`src/rtl/core/rtmu_pkg.sv`:
```
// ----------------------------------------------------------------------------
// rtmu_pkg: range table match and union package
// Shared codes, defaults and controller/datapath interface structs.
// ----------------------------------------------------------------------------
package rtmu_pkg;

    localparam int MAX_RANGES_DEF = 256;
    localparam int VALUE_BITS_DEF = 50;
    localparam int HIT_W          = 32;

    typedef enum logic [1:0] {
        CMD_ADD   = 2'd0,
        CMD_QUERY = 2'd1,
        CMD_TOTAL = 2'd2,
        CMD_CLEAR = 2'd3
    } t_cmd_e;

    typedef enum logic [1:0] {
        ST_OK   = 2'd0,
        ST_FULL = 2'd1,
        ST_REV  = 2'd2
    } t_status_e;

    typedef struct packed {
        logic load;
        logic ins_init;
        logic ins_read;
        logic ins_shift;
        logic ins_place;
        logic walk_init;
        logic walk_step;
        logic clear;
        logic res_load;
    } t_dp_cmd;

    typedef struct packed {
        t_cmd_e cmd;
        logic   add_drop;
        logic   idx_zero;
        logic   prev_greater;
        logic   walk_done;
    } t_dp_sts;

endpackage

```
`src/rtl/core/rtmu_ctl.sv`:
```
// ----------------------------------------------------------------------------
// rtmu_ctl: range table controller
// Sequences add, query, total and clear items and owns both handshakes.
// ----------------------------------------------------------------------------
module rtmu_ctl (
    input  logic              i_clk,
    input  logic              i_rst_n,
    input  logic              i_valid,
    output logic              o_stall,
    output logic              o_valid,
    input  logic              i_stall,
    output rtmu_pkg::t_dp_cmd o_cmd_bus,
    input  rtmu_pkg::t_dp_sts i_sts_bus
);

    typedef enum logic [2:0] {
        S_IDLE,
        S_DECODE,
        S_INS_CHK,
        S_INS_CMP,
        S_WALK,
        S_DONE
    } t_state_e;

    t_state_e r_state;
    t_state_e n_state;
    logic     r_out_vld;
    logic     n_out_vld;

    always_comb begin
        o_cmd_bus = '0;
        n_state   = r_state;
        n_out_vld = r_out_vld && i_stall;
        unique case (r_state)
            S_IDLE: begin
                if (i_valid) begin
                    o_cmd_bus.load = 1'b1;
                    n_state        = S_DECODE;
                end
            end
            S_DECODE: begin
                unique case (i_sts_bus.cmd) inside
                    rtmu_pkg::CMD_ADD: begin
                        if (i_sts_bus.add_drop) begin
                            n_state = S_DONE;
                        end else begin
                            o_cmd_bus.ins_init = 1'b1;
                            n_state            = S_INS_CHK;
                        end
                    end
                    rtmu_pkg::CMD_QUERY, rtmu_pkg::CMD_TOTAL: begin
                        o_cmd_bus.walk_init = 1'b1;
                        n_state             = S_WALK;
                    end
                    default: begin
                        o_cmd_bus.clear = 1'b1;
                        n_state         = S_DONE;
                    end
                endcase
            end
            S_INS_CHK: begin
                if (i_sts_bus.idx_zero) begin
                    o_cmd_bus.ins_place = 1'b1;
                    n_state             = S_DONE;
                end else begin
                    o_cmd_bus.ins_read = 1'b1;
                    n_state            = S_INS_CMP;
                end
            end
            S_INS_CMP: begin
                if (i_sts_bus.prev_greater) begin
                    o_cmd_bus.ins_shift = 1'b1;
                    n_state             = S_INS_CHK;
                end else begin
                    o_cmd_bus.ins_place = 1'b1;
                    n_state             = S_DONE;
                end
            end
            S_WALK: begin
                if (i_sts_bus.walk_done) begin
                    n_state = S_DONE;
                end else begin
                    o_cmd_bus.walk_step = 1'b1;
                end
            end
            S_DONE: begin
                if (!r_out_vld || !i_stall) begin
                    o_cmd_bus.res_load = 1'b1;
                    n_out_vld          = 1'b1;
                    n_state            = S_IDLE;
                end
            end
            default: begin
                n_state = S_IDLE;
            end
        endcase
    end

    always_ff @(posedge i_clk) begin
        if (!i_rst_n) begin
            r_state   <= S_IDLE;
            r_out_vld <= 1'b0;
        end else begin
            r_state   <= n_state;
            r_out_vld <= n_out_vld;
        end
    end

    assign o_stall = r_state != S_IDLE;
    assign o_valid = r_out_vld;

endmodule

```
`config.mk`:
```
export PLATFORM = sky130hd
export DESIGN_NAME = rtmu_ctl
export DESIGN_NICKNAME = d
export VERILOG_FILES = /design/src/rtl/core/rtmu_pkg.sv /design/src/rtl/core/rtmu_ctl.sv
export SDC_FILE = /design/constraint.sdc
export NUM_CORES = 1
export LEC_CHECK = 0
export BUFFER_PORTS_ARGS = -buffer_cell sky130_fd_sc_hd__buf_2
export CORE_AREA = 4 4 41 43
export DETAILED_ROUTE_END_ITERATION = 8
export DIE_AREA = 0 0 45 47
export SLEW_MARGIN = 5
export SYNTH_ARGS = -nofsm -noshare
export SYNTH_HDL_FRONTEND = slang
export SYNTH_SLANG_ARGS = --single-unit
```
`constraint.sdc`:
```
create_clock -name i_clk -period 2.21 [get_ports i_clk]
set_input_delay 0.3315 -clock i_clk [delete_from_list [all_inputs] [get_ports i_clk]]
set_output_delay 0.3315 -clock i_clk [all_outputs]
set_load 0.1 [all_outputs]
```
==> results of run 1 <==
[Yosys cell counts (all sizes together) (2+ instances only)]
cell and number:
ha 2, a21oi 2, nand2 4, a21boi 2
nor2b 3, inv 7, dfxtp 4, nor2 3
and2 4
[per-stage QoR]
stage               cells  setup slack (ns)  area, sq um  hold slack, ns
floorplan              47           -0.3578        380.4          0.4490
global placement       81            0.4246        488.0          0.5367
detailed placement     81            0.4500        488.0          0.5313
CTS                    84            0.2226        510.5          0.3487
global route           84            0.1470        510.5          0.3618
finish                 84            0.2262        510.5          0.3516
[logic make-up (layout without fill, tap and decap cells)]
group,Yosys count,after routing
AO/OA/AOI/OAI,12,12
AND/OR/NAND/NOR,20,20
buffers and inverters,8,30
flip-flops,4,4
multiplexers,1,1
adder cells (fa/ha/maj),2,2
[report_power, final]
group	switching (mW)	internal (mW)	leakage (nW)	total, mW
Sequential	0.0142	0.0792	0.0327	0.0935
Clock	0.0245	0.0604	0.0138	0.0848
Combinational	0.143	0.0475	0.217	0.190
[flip-flops by register name, summed over array words and instances (netlist names)]
signal,cells
o_valid,1
r_state,3
[cell type report]
class	instances	area (sq um)
Sequential cell	4	80.08
Inverter	7	26.28
Tap cell	15	18.77
Clock buffer	3	22.52
Fill cell	156	790.8
Timing Repair Buffer	20	100.1
Multi-Input combinational cell	35	262.8
[routing by layer]
layer  part of all wire  global-route usage  vias to the layer above
met1               0.46              0.1023                      179
met4                  0             0.03509                        0
met3              0.073             0.02299                        0
met2               0.46              0.1328                       14
met5                  0                   0                        -
li1                   -                   -                      212
[path summary, 6_finish.rpt]
kind,start,endpoint,slack [ns],depth (start not counted)
worst max-delay path,r_state[0]$_SDFFE_PN0P_,o_cmd_bus[0],0.23,4
worst min-delay path,i_rst_n,r_state[1]$_SDFFE_PN0P_,0.35,2
worst min register to register,o_valid$_SDFF_PN0_,r_state[0]$_SDFFE_PN0P_,0.53,2
worst max register to register,r_state[0]$_SDFFE_PN0P_,r_state[1]$_SDFFE_PN0P_,0.98,4
[layout by cell type, fill, tap and decap left out]
master / instances
nor2_1: 2
a21oi_1: 1
a21bo_2: 1
a21o_2: 1
clkbuf_4: 3
and2_4: 1
nor4_2: 1
nand3_1: 1
nor3b_2: 1
a21boi_1: 1
nand2_1: 4
dfxtp_1: 4
nor3_2: 1
mux2i_1: 1
o21ai_0: 1
buf_2: 20
o31ai_1: 1
nor2_2: 1
nand4_1: 1
inv_1: 7
or3_4: 1
o21a_1: 1
a21boi_0: 1
a21oi_2: 1
a32o_1: 1
ha_1: 2
and2_1: 3
nor2b_1: 3
o2111ai_1: 1
a211o_1: 1
==> impl_metrics.csv, run 1 <==
group,metric,value,unit
clock_tree,numClockSinks,4,
clock_tree,clk_latency,0.23,ns
sta,rsz0062_at_grt,"no",
pwr,p_per_area,722.2,nW/um^2
synthesis,syn_nets,59,
final_layout,antenna_cells,0,
placed_design,portBuffers,20,
synthesis,synth_compound_area_frac,0.2517,
worst_hold_path,min_path_type,"in2reg",
pwr,ir_worst_vdd,0.3020,mV
floorplanning,coreArea,1301,sq um
clock_tree,cts-root-buf,"clkbuf_4",
synthesis,synth_top_family_by_area,"simple AND/OR/NAND/NOR gates",
sta,tns,0,ns
global_route,grt_pass1_wl,1.283,mm
route,first_pass_iters,4,
route,dr_total_vias,405,
worst_setup_path,cp_slowest_stage_delay,0.51,ns
global_route,grt_antenna_before_repair,0,
floorplanning,die_area,2115,sq um
synthesis,yosysWarningCount,0,
floorplanning,start_util,0.2788,
synthesis,ys_seq_area_frac,0.2207,
worst_setup_path,setup.worst_path.start_class,"flop",
floorplanning,die_w,45,um
floorplanning,chipHeight,47,um
sta,fin_crit,1.984,ns
sta,tightest_slew,0.4861,ns
final_layout,drive_gt1_frac,0.4638,
synthesis,synth_xor_area_frac,0,
clock_tree,cts_tree,"done",
route,drc,0,
synthesis,synth-simple-area-share,0.3276,
sta,layout_worst_path_cycle_share,0.8977,
route,avgViaCountPerCell,4.821,
synthesis,avgSynthCellArea,7.720,sq um
route,wl_per_cell,9.952,um
pwr,p_leak,0.2638,nW
synthesis,synth_top_area_share,0.2207,
clock_tree,hold_buffers,0,
sta,setup_viol_count_final,0,
synthesis,ys_top_cells_by_area,"dfxtp_1, inv_1, ha_1",
synthesis,synth_fa_ha_area_frac,0.06897,
synthesis,synth_area,362.8,sq um
final_layout,area_delta_synth_final,40.69,%
synthesis,synth_mux_area_frac,0.02759,
synthesis,synth-seq-cells,4,
synthesis,synth-edff-count,0,
clock_tree,post_cts_buffers,0,
floorplanning,num_rows,13,
synthesis,synth_top_cell_by_area,"dfxtp_1",
global_route,grt-ovfl-total,0,
floorplanning,io-pin-count,21,
pwr,total_power,368.7,uW
worst_setup_path,worst_ep_required_time,1.88,ns
synthesis,syn_inst,47,
worst_setup_path,cp_cell_sequence,"nor2b_1, nand2_1, a21oi_2, buf_2",
worst_setup_path,critPathBufInv,1,
route,routed_wl,836,um
worst_setup_path,slowest_stage,"dfxtp_1",
worst_setup_path,criticalPathCategory,"reg2out",
placed_design,hpwl,709.1,um
final_layout,final_core_util,0.3923,
outcome,outcome,"complete, no violations",
route,ant_nets,0,
synthesis,async_flop_share,0,
synthesis,synthDistinctLibCells,27,
run,drv_cap,0,
clock_tree,cts_max_level,1,
placed_design,gp_congestion,0.7553,
global_route,grt_usage,0.08215,
worst_setup_path,cp_top_family,"flip-flops",
clock_tree,cts_buffers,3,
sta,hold_viol,0,
worst_setup_path,endpoint_kind,"output pin",
clock_tree,cts.repair.resized,0,
sta,max_freq,504.1,MHz
worst_setup_path,arrival,1.65,ns
synthesis,synth-main-ff-cell,"dfxtp_1",
final_layout,nNetsFinal,83,
worst_setup_path,path_max_fanout,10,
route,drt_iter0_drc,4,
clock_tree,cts.path.max_buffers,2,
global_route,grt_pass1_vias,335,
clock_tree,path_clk_slew,0.04,ns
global_route,grt_max_degree,11,
sta,slew_violations,0,
sta,relSlewSlack,0.6781,
sta,finClkSkew,0.004057,ns
(Power assumes the default switching activity.)
==> run 2: changes to the inputs <==
Clock period 2.21 ns to 2.1 ns, I/O delays scaled along.
==> run 2 against run 1 <==
Critical path depth decreased by 1. Largest power group unchanged. Sequential power increased by 5.0%. Final cell count unchanged. First-iteration DRC count unchanged. Sequential share of layout area decreased by 0.23 points. Clock-buffer cell count unchanged.
==> impl_metrics.csv, run 2 (same netlist as run 1, synthesis figures left out) <==
group,metric,value,unit
global_route,grt_pass1_wl,1.414,mm
worst_setup_path,arrival,1.60,ns
final_layout,multi_input_area,267.8,sq um
worst_setup_path,reg2reg_depth,4,
worst_setup_path,setup.worst_path.start_class,"flop",
global_route,grt_usage,0.09084,
clock_tree,cts_tree,"done",
worst_setup_path,rrSetupSlack,0.85,ns
final_layout,seq_area,80.08,sq um
outcome,outcome,"complete, no violations",
global_route,grt_use_met3,0.03831,
final_layout,regMostFlops,"r_state",
clock_tree,clk_latency,0.23,ns
worst_setup_path,criticalPathCategory,"reg2out",
clock_tree,path_clk_slew,0.04,ns
floorplanning,num_rows,13,
route,routed_wl,852,um
worst_hold_path,hold_depth,2,
final_layout,nNetsFinal,83,
sta,rsz0062_at_grt,"no",
clock_tree,cts-root-buf,"clkbuf_4",
clock_tree,numClockSinks,4,
global_route,busiest_layer,"met2",
route,drc,0,
clock_tree,cts.path.max_buffers,2,
route,ant_nets,0,
final_layout,drive_gt1_frac,0.4928,
run,drv_cap,0,
global_route,grt_antenna_before_repair,0,
placed_design,dp.cells,81,
worst_hold_path,whs_endpoint,"r_state[2]$_SDFFE_PN0P_",
sta,relSlewSlack,0.6780,
route,wl_per_cell,10.14,um
pwr,p_per_area,757.2,nW/um^2
floorplanning,coreArea,1301,sq um
floorplanning,die_w,45,um
final_layout,fillers,156,
global_route,met1_usage,0.1136,
pwr,ir_worst_vdd,0.3562,mV
placed_design,gp_congestion,0.7025,
clock_tree,hold_buffers,0,
final_layout,area_delta_synth_final,42.76,%
clock_tree,cts_buffers,3,
sta,max_freq,522.7,MHz
sta,slew_violations,0,
worst_setup_path,r2r_end,"r_state[1]$_SDFFE_PN0P_",
floorplanning,start_util,0.2788,
worst_setup_path,path_max_fanout,10,
sta,hold_ws,0.3418,ns
final_layout,largest_reg_flops,3,
sta,layout_setup_ws,0.1867,ns
worst_setup_path,worst_ep_required_time,1.78,ns
sta,setup_viol_count_final,0,
floorplanning,chipHeight,47,um
final_layout,final_cell_mix,"buf_2, inv_1, nand2_1, clkbuf_4, dfxtp_1",
placed_design,dp_worst_setup_slack,0.3568,ns
placed_design,hpwl,736.3,um
sta,fin_crit,1.913,ns
worst_hold_path,min_path_type,"in2reg",
final_layout,final_common_cell,"buf_2",
final_layout,fin_cells,84,
route,drt_iter0_drc,4,
floorplanning,io-pin-count,21,
worst_hold_path,hold_start,"i_rst_n",
clock_tree,cts_max_level,1,
sta,hold_viol,0,
route,first_pass_iters,4,
sta,finClkSkew,0.001500,ns
route,dr_total_vias,390,
pwr,p_leak,0.2627,nW
worst_setup_path,rr_startpoint,"r_state[0]$_SDFFE_PN0P_",
global_route,gr-usage-met2,0.1384,
global_route,grt_max_degree,11,
global_route,grt_pass1_vias,346,
route,avgViaCountPerCell,4.643,
final_layout,antenna_cells,0,
global_route,grt-ovfl-total,0,
sta,layout_worst_path_cycle_share,0.9111,
sta,tightest_slew,0.4863,ns
worst_setup_path,endpoint_kind,"output pin",
floorplanning,die_area,2115,sq um
placed_design,portBuffers,20,
pwr,total_power,392.2,uW
[run 2: cell count changes in the layout (fill, tap and decap cells not counted)]
cell and change:
buf_2 -1, clkbuf_4 +1, nor2_2 +2, nor2_1 -2
[run 2: layout make-up]
type | instances | area share
Timing Repair Buffer | 20 | 0.1981
Tap cell | 15 | 0.03623
Multi-Input combinational cell | 35 | 0.5169
Inverter | 7 | 0.05072
Clock buffer | 3 | 0.04348
Sequential cell | 4 | 0.1546
[run 2: how the worst max path moves through the flow]
stage | start | to | slack, ns
floorplan | r_state[2]$_SDFFE_PN0P_ | o_cmd_bus[2] | -0.45
global placement | i_sts_bus[4] | o_cmd_bus[7] | 0.35
detailed placement | i_sts_bus[4] | o_cmd_bus[7] | 0.36
CTS | r_state[0]$_SDFFE_PN0P_ | o_cmd_bus[0] | 0.10
global route | r_state[0]$_SDFFE_PN0P_ | o_cmd_bus[0] | 0.05
finish | r_state[0]$_SDFFE_PN0P_ | o_cmd_bus[7] | 0.19
[run 2: worst max-delay path, cell delays in order (launching register included)]
cell,delay [ns]
dfxtp_1,0.51
nor3b_2,0.27
and2_4,0.17
buf_2,0.41
[run 2: where the power goes]
part	leakage [nW]	total [mW]	internal (mW)	switching (mW)
Sequential	0.0327	0.0982	0.0833	0.0148
Clock	0.0138	0.0923	0.0637	0.0286
Combinational	0.216	0.202	0.0506	0.151
Total	0.263	0.392	0.198	0.195
[run 2: stage by stage]
step           instance area (sq um)    util  setup TNS, ns
2_1_floorplan                  385.4       -        -0.4708
3_3_place_gp                   493.0  0.3788              0
3_5_place_dp                   493.0  0.3788              0
4_1_cts                        515.5  0.3962              0
5_1_grt                        518.0  0.3981              0
6_report                       518.0  0.3981              0
[run 2: what timing repair did]
| action | in CTS | in global routing |
|---|---|---|
| buffers inserted | 0 | 0 |
| endpoints found under the setup margin | 0 | 1 |
| resized for setup | 0 | 1 |
[run 2: routing by layer]
layer	up-vias	part of all wire	wire length [um]
met2	11	0.47	404
met4	0	0	0
met5	-	0	0
li1	211	-	-
met1	168	0.44	374
met3	0	0.086	73
==> run 3: changes to the inputs <==
Settings changed: GPL_TIMING_DRIVEN from default to 0.
==> run 3 against run 2 <==
Design area up 1.7%. Register-to-register slack better by 0.04 ns. Total power up 2.2%. Global-route usage up 0.73 points. Clock skew up 0.0025 ns. Wire length up 5.9%. Clock-buffer cell count unchanged. Critical path type unchanged. Largest cell class unchanged. Highest routed layer is now met4.
==> impl_metrics.csv, run 3 (same netlist as run 1, synthesis figures left out) <==
group,metric,value,unit
pwr,switching_power,197.6,uW
pwr,p_leak,0.2694,nW
route,wl_per_cell,10.61,um
sta,max_freq,531.0,MHz
worst_hold_path,hold_start,"i_rst_n",
route,routed_wl,902,um
placed_design,gp_congestion,0.7029,
worst_setup_path,setup.worst_path.start_class,"flop",
pwr,ir_worst_vdd,0.3299,mV
final_layout,final_core_util,0.4048,
final_layout,nNetsFinal,84,
clock_tree,numClockSinks,4,
sta,tightest_slew,0.4870,ns
route,ant_nets,0,
worst_setup_path,critPathLaunch,"r_state[2]$_SDFFE_PN0P_",
worst_setup_path,cp_top_family,"buffers and inverters",
worst_setup_path,endpoint_kind,"output pin",
final_layout,finish.instance_area,526.8,sq um
floorplanning,num_rows,13,
global_route,grt-ovfl-total,0,
clock_tree,cts-root-buf,"clkbuf_4",
worst_hold_path,hold_depth,2,
placed_design,dpl_cell_area,504.2,sq um
pwr,intPower,203.2,uW
floorplanning,chipHeight,47,um
worst_setup_path,rr_startpoint,"r_state[1]$_SDFFE_PN0P_",
global_route,grt_usage,0.09810,
sta,relSlewSlack,0.6776,
clock_tree,cts_max_level,1,
sta,setup_viol_count_final,0,
worst_setup_path,critPathBufInv,2,
floorplanning,die_area,2115,sq um
final_layout,final_cell_mix,"buf_2, inv_1, nand2_1, dfxtp_1",
clock_tree,cts.repair.resized,0,
sta,layout_worst_path_cycle_share,0.8968,
placed_design,portBuffers,20,
final_layout,final_common_cell,"buf_2",
worst_setup_path,rrSetupSlack,0.89,ns
outcome,outcome,"complete, no violations",
worst_setup_path,slowest_stage,"buf_2",
global_route,grt_pass1_vias,379,
sta,fin_crit,1.883,ns
sta,rsz0062_at_grt,"no",
floorplanning,start_util,0.2788,
clock_tree,cts_buffers,3,
clock_tree,path_clk_slew,0.03,ns
global_route,grt_antenna_before_repair,0,
route,first_pass_iters,2,
final_layout,regMostFlops,"r_state",
final_layout,area_delta_synth_final,45.17,%
worst_setup_path,cp_cell_sequence,"inv_1, nand2_1, nor2_2, buf_2",
global_route,grt_pass1_wl,1.476,mm
pwr,p_per_area,760.9,nW/um^2
clock_tree,hold_buffers,0,
pwr,p_sw_frac,0.4931,
route,drc,0,
final_layout,antenna_cells,0,
sta,hold_viol,0,
worst_setup_path,cp_slowest_stage_delay,0.44,ns
floorplanning,coreArea,1301,sq um
floorplanning,die_w,45,um
sta,slew_violations,0,
clock_tree,cts_tree,"done",
route,avgViaCountPerCell,4.776,
clock_tree,post_cts_buffers,0,
worst_setup_path,r2r_end,"r_state[0]$_SDFFE_PN0P_",
route,dr_total_vias,406,
worst_setup_path,criticalPathCategory,"reg2out",
placed_design,dp.cells,82,
worst_hold_path,whs_endpoint,"r_state[2]$_SDFFE_PN0P_",
final_layout,fin_cells,85,
floorplanning,io-pin-count,21,
pwr,comb_power_share,0.538,
sta,finClkSkew,0.004020,ns
run,drv_cap,0,
worst_setup_path,reg2reg_depth,3,
pwr,total_power,400.8,uW
worst_hold_path,min_path_type,"in2reg",
worst_setup_path,worst_ep_required_time,1.78,ns
placed_design,hpwl,743.6,um
clock_tree,clk_latency,0.23,ns
worst_setup_path,arrival,1.57,ns
global_route,grt_max_degree,11,
route,drt_iter0_drc,3,
worst_setup_path,path_max_fanout,7,
final_layout,drive_gt1_frac,0.5000,
pwr,power_frac_seq,0.227,
clock_tree,cts.path.max_buffers,2,
pwr,power.share.clock,0.234,
final_layout,largest_reg_flops,3,
## run 3: changes by cell type in the layout (fill, tap and decap cells not counted), sizes merged
cell / before / now
buf: 19 / 21
clkbuf: 4 / 3
## run 3: final cells by class
| type | instances | area (sq um) |
|---|---|---|
| Buffer | 1 | 11.26 |
| Clock buffer | 3 | 22.52 |
| Fill cell | 145 | 774.5 |
| Inverter | 7 | 26.28 |
| Multi-Input combinational cell | 35 | 267.8 |
| Sequential cell | 4 | 80.08 |
| Tap cell | 15 | 18.77 |
| Timing Repair Buffer | 20 | 100.1 |
## run 3: per-layer routing
layer  up-vias  wire (um)  track usage
met5         -          0            0
met4         0          5      0.08772
met3         2         57      0.01149
met2        11        450       0.1497
met1       185        389       0.1210
li1        208          -            -
## run 3: stage by stage
stage / hold slack [ns] / TNS, ns / worst slack [ns]
after detailed placement: 0.5335 / 0 / 0.3658
after CTS: 0.3171 / 0 / 0.2007
after global routing: 0.3302 / 0 / 0.06017
final: 0.3247 / 0 / 0.2167
after global placement: 0.5288 / 0 / 0.3723
after floorplan: 0.4325 / -0.4708 / -0.4513
## run 3: how the worst max path moves through the flow
| stage | endpoint | depth (start not counted) |
|---|---|---|
| 2_1_floorplan | o_cmd_bus[2] | 2 |
| 3_3_place_gp | o_cmd_bus[7] | 6 |
| 3_5_place_dp | o_cmd_bus[7] | 6 |
| 4_1_cts | o_cmd_bus[0] | 5 |
| 5_1_grt | o_cmd_bus[0] | 5 |
| 6_report | o_cmd_bus[4] | 4 |
## run 3: worst reg2reg max path: stages (launching register included)
cell,delay [ns]
dfxtp_1,0.38
or3_4,0.43
o2111ai_1,0.20
a21boi_1,0.08
## run 3: power groups by stage
stage	logic [mW]	registers [mW]	clock network, mW
finish	0.216	0.0912	0.0938
floorplan	0.178	0.0959	0
global placement	0.217	0.0919	0
detailed placement	0.218	0.0923	0
global route	0.231	0.0921	0.103
CTS	0.218	0.0910	0.100
